## src/sv/hbkrd_pkg.sv

```systemverilog
`timescale 1ns / 1ps

package hbkrd_pkg;

    localparam int STEP_W    = 3;
    localparam int MOD_STEPS = 8;
    localparam int MAX_SLOTS = 6;

    localparam logic [7:0] CODE_EMPTY    = 8'h00;
    localparam logic [7:0] CODE_ROLLOVER = 8'h01;
    localparam logic [7:0] CODE_MOD_BASE = 8'hE0;
    localparam logic [7:0] CODE_CAPS     = 8'h39;
    localparam logic [7:0] CODE_SCROLL   = 8'h47;
    localparam logic [7:0] CODE_NUM      = 8'h53;

    localparam logic [2:0] LED_NUM    = 3'b001;
    localparam logic [2:0] LED_CAPS   = 3'b010;
    localparam logic [2:0] LED_SCROLL = 3'b100;

    typedef enum logic [2:0] {
        ST_IDLE,
        ST_PRESS,
        ST_RELEASE,
        ST_MODS,
        ST_FLUSH
    } seq_state_t;

    typedef struct packed {
        logic       is_release;
        logic [7:0] keycode;
        logic [7:0] mods;
        logic [2:0] led;
        logic       upd;
        logic       last;
    } event_t;

    // modifier bit visited at each step: lctrl, rctrl, lshift, rshift, lalt, ralt, lgui, rgui
    function automatic logic [2:0] mod_order(input logic [STEP_W-1:0] step);
        logic [2:0] b;
        case (step)
            3'd0:    b = 3'd0;
            3'd1:    b = 3'd4;
            3'd2:    b = 3'd1;
            3'd3:    b = 3'd5;
            3'd4:    b = 3'd2;
            3'd5:    b = 3'd6;
            3'd6:    b = 3'd3;
            3'd7:    b = 3'd7;
            default: b = 3'd0;
        endcase
        return b;
    endfunction

    function automatic logic [2:0] lock_mask(input logic [7:0] code);
        logic [2:0] m;
        case (code)
            CODE_CAPS:   m = LED_CAPS;
            CODE_SCROLL: m = LED_SCROLL;
            CODE_NUM:    m = LED_NUM;
            default:     m = 3'b000;
        endcase
        return m;
    endfunction

endpackage

```

## src/sv/hid_boot_keyboard_report_differ.sv

```systemverilog
`timescale 1ns / 1ps

// channel  dir  tdata                                          tuser       tlast
// s_*      in   modifier_byte, key_slot_0 .. key_slot_5        -           -
// m_*      out  event_keycode, event_modifiers, led_state,     is_release  last_event
//               led_update
//
// A report is processed as a sequence of steps, run without a break when the output drains freely:
// an accept step, one step per slot in each key pass, eight modifier steps, one flush step.
// Every key-pass step goes through one shared membership compare (a code against the other list).
// A found event waits in a holding register until the next one is found or the flush step,
// so the final one can carry tlast.
// A stalled output holds the sequencer only on steps that find an event and on the flush step.
// Reset clears the key history, modifier history and lock LEDs at once; no clearing pass.

module hid_boot_keyboard_report_differ
    import hbkrd_pkg::*;
#(
    parameter int KEY_SLOTS = 6
) (
    input  logic        clk,
    input  logic        rst_n,
    input  logic        s_tvalid,
    output logic        s_tready,
    input  logic [55:0] s_tdata,   // modifier_byte, key_slot_0 .. key_slot_5
    output logic        m_tvalid,
    input  logic        m_tready,
    output logic [23:0] m_tdata,   // event_keycode, event_modifiers, led_state, led_update
    output logic [0:0]  m_tuser,   // is_release
    output logic        m_tlast
);

    localparam int SLOT_W = (KEY_SLOTS > 1) ? $clog2(KEY_SLOTS) : 1;
    localparam logic [STEP_W-1:0] LAST_SLOT = STEP_W'(KEY_SLOTS - 1);
    localparam logic [STEP_W-1:0] LAST_MOD  = STEP_W'(MOD_STEPS - 1);

    seq_state_t state_reg, state_next;

    logic [STEP_W-1:0] cnt_reg, cnt_next;
    logic [7:0]        cur_reg [KEY_SLOTS];
    logic [7:0]        cur_next [KEY_SLOTS];
    logic [7:0]        prev_reg [KEY_SLOTS];
    logic [7:0]        prev_next [KEY_SLOTS];
    logic [7:0]        mods_reg, mods_next;
    logic [7:0]        prev_mods_reg, prev_mods_next;
    logic [2:0]        led_reg, led_next;
    logic              pend_valid_reg, pend_valid_next;
    event_t            pend_reg, pend_next;
    logic              out_valid_reg, out_valid_next;
    event_t            out_reg, out_next;

    logic              slot_phase;
    logic [SLOT_W-1:0] idx;
    logic [7:0]        probe;
    logic              hit;
    logic              skip;
    logic [2:0]        mod_b;
    logic              mod_now;
    logic              mod_was;
    logic [2:0]        mask;
    logic              found;
    logic              step_last;
    logic              advance;
    event_t            ev;

    // shared compare unit
    always_comb
    begin
        slot_phase = (state_reg == ST_PRESS) || (state_reg == ST_RELEASE);
        idx        = slot_phase ? cnt_reg[SLOT_W-1:0] : '0;
        probe      = (state_reg == ST_RELEASE) ? prev_reg[idx] : cur_reg[idx];
        hit        = 1'b0;
        for (int j = 0; j < KEY_SLOTS; j++)
        begin
            if (((state_reg == ST_RELEASE) ? cur_reg[j] : prev_reg[j]) == probe)
            begin
                hit = 1'b1;
            end
        end
        skip    = (probe == CODE_EMPTY) || (probe == CODE_ROLLOVER);
        mod_b   = mod_order(cnt_reg);
        mod_now = mods_reg[mod_b];
        mod_was = prev_mods_reg[mod_b];
        mask    = lock_mask(probe);
    end

    // event built by the current step
    always_comb
    begin
        ev        = '0;
        ev.mods   = mods_reg;
        ev.led    = led_reg;
        found     = 1'b0;
        step_last = 1'b0;
        case (state_reg)
            ST_PRESS:
            begin
                found      = !skip && !hit;
                step_last  = (cnt_reg == LAST_SLOT);
                ev.keycode = probe;
                ev.led     = led_reg ^ mask;
                ev.upd     = |mask;
            end
            ST_RELEASE:
            begin
                found         = !skip && !hit;
                step_last     = (cnt_reg == LAST_SLOT);
                ev.is_release = 1'b1;
                ev.keycode    = probe;
            end
            ST_MODS:
            begin
                found         = (mod_now != mod_was);
                step_last     = (cnt_reg == LAST_MOD);
                ev.is_release = mod_was;
                ev.keycode    = CODE_MOD_BASE | {5'b0, mod_b};
            end
            default:
            begin
                found     = 1'b0;
                step_last = 1'b0;
            end
        endcase
        if (state_reg == ST_FLUSH)
        begin
            advance = !pend_valid_reg || !out_valid_reg || m_tready;
        end
        else
        begin
            advance = !found || !pend_valid_reg || !out_valid_reg || m_tready;
        end
    end

    always_comb
    begin
        state_next = state_reg;
        case (state_reg)
            ST_IDLE:
            begin
                if (s_tvalid)
                begin
                    state_next = ST_PRESS;
                end
            end
            ST_PRESS:
            begin
                if (advance && step_last)
                begin
                    state_next = ST_RELEASE;
                end
            end
            ST_RELEASE:
            begin
                if (advance && step_last)
                begin
                    state_next = ST_MODS;
                end
            end
            ST_MODS:
            begin
                if (advance && step_last)
                begin
                    state_next = ST_FLUSH;
                end
            end
            ST_FLUSH:
            begin
                if (advance)
                begin
                    state_next = ST_IDLE;
                end
            end
            default:
            begin
                state_next = ST_IDLE;
            end
        endcase
    end

    always_comb
    begin
        cnt_next        = cnt_reg;
        cur_next        = cur_reg;
        prev_next       = prev_reg;
        mods_next       = mods_reg;
        prev_mods_next  = prev_mods_reg;
        led_next        = led_reg;
        pend_valid_next = pend_valid_reg;
        pend_next       = pend_reg;
        out_valid_next  = out_valid_reg && !m_tready;
        out_next        = out_reg;
        case (state_reg)
            ST_IDLE:
            begin
                if (s_tvalid)
                begin
                    for (int i = 0; i < KEY_SLOTS; i++)
                    begin
                        cur_next[i] = s_tdata[8 + 8*i +: 8];
                    end
                    mods_next = s_tdata[7:0];
                    cnt_next  = '0;
                end
            end
            ST_PRESS, ST_RELEASE, ST_MODS:
            begin
                if (advance)
                begin
                    cnt_next = step_last ? '0 : STEP_W'(cnt_reg + 1'b1);
                    if (found)
                    begin
                        if (pend_valid_reg)
                        begin
                            out_next       = pend_reg;
                            out_valid_next = 1'b1;
                        end
                        pend_next       = ev;
                        pend_valid_next = 1'b1;
                        led_next        = ev.led;
                    end
                end
            end
            ST_FLUSH:
            begin
                if (advance)
                begin
                    if (pend_valid_reg)
                    begin
                        out_next       = pend_reg;
                        out_next.last  = 1'b1;
                        out_valid_next = 1'b1;
                    end
                    pend_valid_next = 1'b0;
                    prev_next       = cur_reg;
                    prev_mods_next  = mods_reg;
                end
            end
            default:
            begin
                cnt_next = '0;
            end
        endcase
    end

    always_ff @(posedge clk or negedge rst_n)
    begin
        if (!rst_n)
        begin
            state_reg      <= ST_IDLE;
            cnt_reg        <= '0;
            prev_mods_reg  <= '0;
            led_reg        <= '0;
            pend_valid_reg <= 1'b0;
            out_valid_reg  <= 1'b0;
            for (int i = 0; i < KEY_SLOTS; i++)
            begin
                prev_reg[i] <= '0;
            end
        end
        else
        begin
            state_reg      <= state_next;
            cnt_reg        <= cnt_next;
            prev_mods_reg  <= prev_mods_next;
            led_reg        <= led_next;
            pend_valid_reg <= pend_valid_next;
            out_valid_reg  <= out_valid_next;
            prev_reg       <= prev_next;
        end
    end

    always_ff @(posedge clk)
    begin
        cur_reg  <= cur_next;
        mods_reg <= mods_next;
        pend_reg <= pend_next;
        out_reg  <= out_next;
    end

    assign s_tready = (state_reg == ST_IDLE);
    assign m_tvalid = out_valid_reg;
    assign m_tdata  = {4'b0, out_reg.upd, out_reg.led, out_reg.mods, out_reg.keycode};
    assign m_tuser  = out_reg.is_release;
    assign m_tlast  = out_reg.last;

endmodule

```

## config.mk

```make
export PLATFORM = sky130hd
export DESIGN_NAME = hid_boot_keyboard_report_differ
export DESIGN_NICKNAME = d
export VERILOG_FILES = /design/src/sv/hbkrd_pkg.sv /design/src/sv/hid_boot_keyboard_report_differ.sv
export SDC_FILE = /design/constraint.sdc
export NUM_CORES = 1
export LEC_CHECK = 0
export ABC_AREA = 1
export BUFFER_PORTS_ARGS = -buffer_cell sky130_fd_sc_hd__buf_4
export CAP_MARGIN = 15
export CORE_MARGIN = 2
export CORE_UTILIZATION = 53
export CTS_CLUSTER_DIAMETER = 100
export DETAILED_ROUTE_END_ITERATION = 8
export GPL_TIMING_DRIVEN = 1
export HOLD_SLACK_MARGIN = 0.1
export PLACE_DENSITY_LB_ADDON = 0.05
export SLEW_MARGIN = 0
export SYNTH_ARGS = -nofsm -noshare
export SYNTH_HDL_FRONTEND = slang
export SYNTH_SLANG_ARGS = --single-unit
```

## constraint.sdc

```tcl
create_clock -name clk -period 3.67 [get_ports clk]
set_input_delay 0.367 -clock clk [delete_from_list [all_inputs] [get_ports clk]]
set_output_delay 0.367 -clock clk [all_outputs]
set_load 0.05 [all_outputs]
```

==> reports/metrics.csv <==
stage,metric,value,unit
clock_network,postCtsSetupBuffers,0,
setup_path,reg2reg_setup_slack,0.22,ns
setup_path,critPathLaunchType,flop,
final_layout,finalNonFillerCells,1368,
clock_network,clockRootBuffer,clkbuf_16,
synthesis,synth_top_area_frac,0.342,
final_layout,n_antenna_cell,0,
placed_design,gp_congestion,0.927,
global_route,grt_pass1_vias,6799,
placed_design,postPlaceCellArea,0.00956,mm^2
synthesis,synth_flop_cell,edfxtp_1,
synthesis,yosysUniqueCellTypes,37,
global_route,grtUsageMet1,0.346,
placed_design,hpwl,15300,um
global_route,busiest_layer,met2,
timing,max_slew_margin,0.365,
floorplanning,initial_utilization,0.545,
drt,routed_via_density,5.30,
setup_path,timing.rr.end,m_tdata[11],
floorplanning,die_h,132,um
power,p_leak,0.00486,uW
drt,drc,0,
global_route,use_met3,0.0538,
status,outcome,"finished, final reports clean",
floorplanning,io_pins,88,
final_layout,final_area,0.0105,mm^2
timing,fmax,0.290,GHz
global_route,grt_overflow,0,
drt,drt-total-wl,22500,um
final_layout,synthToLayoutAreaGrowth,21.1,%
global_route,grt.met2_usage,0.439,
timing,rsz0062_at_grt,false,
setup_path,r2r-start,state_reg[0],
power,vdd_ir_drop_max,0.531,mV
global_route,antenna_found_initial,0,
setup_path,critPathMaxFanout,29,
drt,wl_per_cell,16.5,um
drt,num_vias,7255,
final_layout,finalNetCount,1201,
timing,min_period,3.45,ns
clock_network,htreeDepth,4,
final_layout,final_core_util,0.660,
global_route,grt_pass1_wl,35500,um
synthesis,synth_top_cell_by_area,edfxtp_1,
final_layout,drive_gt1_frac,0.161,
clock_network,clockBufferDepth,2,
timing,drv_slew,0,
synthesis,yosys-top-cells-area,"edfxtp_1 34%, dfrtp_1 19%, nand2_1 13%",
timing,setup_viol,0,
setup_path,worst-r2r-cell-count,23,
setup_path,end_kind,flop,
placed_design,placedCellCount,1301,
placed_design,dp_slack,0.131,ns
synthesis,yosysSeqAreaShare,0.535,
timing,hold_viol,0,
clock_network,cts_buffers,17,
synthesis,netlist_area,0.00869,mm^2
synthesis,synth_cells,1025,
synthesis,synth_edf_count,99,
placed_design,port_buffers,83,
setup_path,path_class,reg -> reg,
synthesis,ys_warn_count,0,
timing,clock_skew,0.00965,ns
power,p_per_area,1030,mW/mm^2
timing,finalSetupTns,0,ns
timing,tightestPinTransition,0.953,ns
floorplanning,num_rows,46,
floorplanning,fp.coreArea,0.0159,mm^2
worst_hold_path,worstHoldPathType,in -> async,
setup_path,worstPathRequired,3.81,ns
timing,finalCritPeriodShare,0.939,
drt,drt_iter0_drc,570,
setup_path,arrival,3.59,ns
synthesis,ys_ff_latch,166,
synthesis,synthArstFlopShare,0.404,
timing,setup_slack,0.222,ns
clock_network,cts.sinks,166,
clock_network,clk_pin_slew,0.06,ns
drt,ant_nets,0,
clock_network,clk_latency,0.43,ns
clock_network,cts_tree,yes,
global_route,track_usage,0.264,
global_route,grt_max_degree,68,
drt,firstDrtPassIters,7,
synthesis,avgSynthCellArea,8.48,um^2
job,max-cap-violations,0,
floorplanning,die_w,132,um
floorplanning,die_area,0.0174,mm^2
==> stage by stage <==
stage               total power [uW]  hold WS, ns
floorplan                       7290       0.0714
global placement                8900        0.401
detailed placement              8960        0.405
CTS                            10800        0.100
global route                   11700        0.101
finish                         10900       0.0587
==> cell usage in the layout (no fill, tap or decap), drive strengths merged, types with 6 or more instances in the layout <==
cell type    count
nand2          315
inv            138
o21ai          138
buf            105
edfxtp          99
nand3           85
dfrtp           67
nor2            54
dlygate4sd3     35
nand3b          23
clkbuf          20
a21oi           13
o2111ai         11
nand4            9
xor2             6
==> layer usage <==
metal  routed length, um  share of wire  up-vias
li1                    -              -     3589
met1                9790           0.43     3386
met2               11000           0.49      248
met3                1250          0.055       32
met4                 551          0.024        0
met5                   0              0        -
==> kinds of logic (layout without fill, tap and decap cells) <==
| family | after synthesis | after routing | share of synthesized area |
|---|---|---|---|
| buffers and inverters | 181 | 305 | 0.0856 |
| adder cells (fa/ha/maj) | 2 | 2 | 0.00288 |
| XOR/XNOR | 9 | 9 | 0.00907 |
| AND/OR/NAND/NOR | 496 | 496 | 0.262 |
| other | 1 | 4 | 0.000432 |
| AO/OA/AOI/OAI | 170 | 170 | 0.104 |
| flip-flops | 166 | 166 | 0.535 |
==> power by group <==
group          internal, uW  switching, uW
registers              2920            364
logic                  1760           4000
clock network          1030            780
==> synth_stat cells (8+ instances only) <==
cell and instances:
a21oi_1 13, buf_2 16, clkbuf_1 23, dfrtp_1 67, edfxtp_1 99, inv_1 124, inv_2 8, nand2_1 295
nand2_2 14, nand3_1 74, nand3_2 9, nand3b_1 23, nand4_1 9, nor2_1 51, o2111ai_1 11, o21ai_0 124
o21ai_1 14
==> worst max-delay path by stage <==
stage,startpoint,end,slack (ns),depth (start not counted)
after floorplan,state_reg[0],cur_reg[0],0.18,3
after global placement,state_reg[0],pend_reg[9],0.17,20
after detailed placement,state_reg[0],pend_reg[9],0.13,18
after CTS,state_reg[0],pend_reg[8],0.1,18
after global routing,state_reg[0],m_tdata[7],0.01,23
final,state_reg[0],m_tdata[11],0.22,23
==> worst max-delay path, stage by stage (launching register included) <==
cell	delay [ns]
dfrtp_1	0.44
nor2_2	0.18
nand2_2	0.13
nand2_4	0.16
nand2_8	0.17
buf_4	0.21
nand2_1	0.05
nand3_1	0.12
nand3_1	0.12
nand3_2	0.16
nand2_4	0.19
nand2_1	0.07
nand2_1	0.06
inv_1	0.04
nand2_1	0.05
nor2_1	0.04
nand2_1	0.07
nand2_1	0.06
nor2_1	0.11
nand2_2	0.09
nand2_2	0.09
nand3_4	0.13
a21oi_2	0.20
buf_12	0.19
==> repair_timing <==
action,4_1_cts,5_1_grt
gates resized for setup,0,5
endpoints found under the setup margin,0,44
endpoints found under the hold margin,26,9
hold buffers,26,9
==> area by class of cell <==
type                            instances  area [um^2]
Tap cell                              216          270
Clock inverter                         12          143
Fill cell                            1355         5420
Multi-Input combinational cell        681         3340
Sequential cell                       166         4650
Clock buffer                           20          447
Inverter                              133          504
Timing Repair Buffer                  140         1170
No activity file was read; power rests on OpenSTA's default activity.
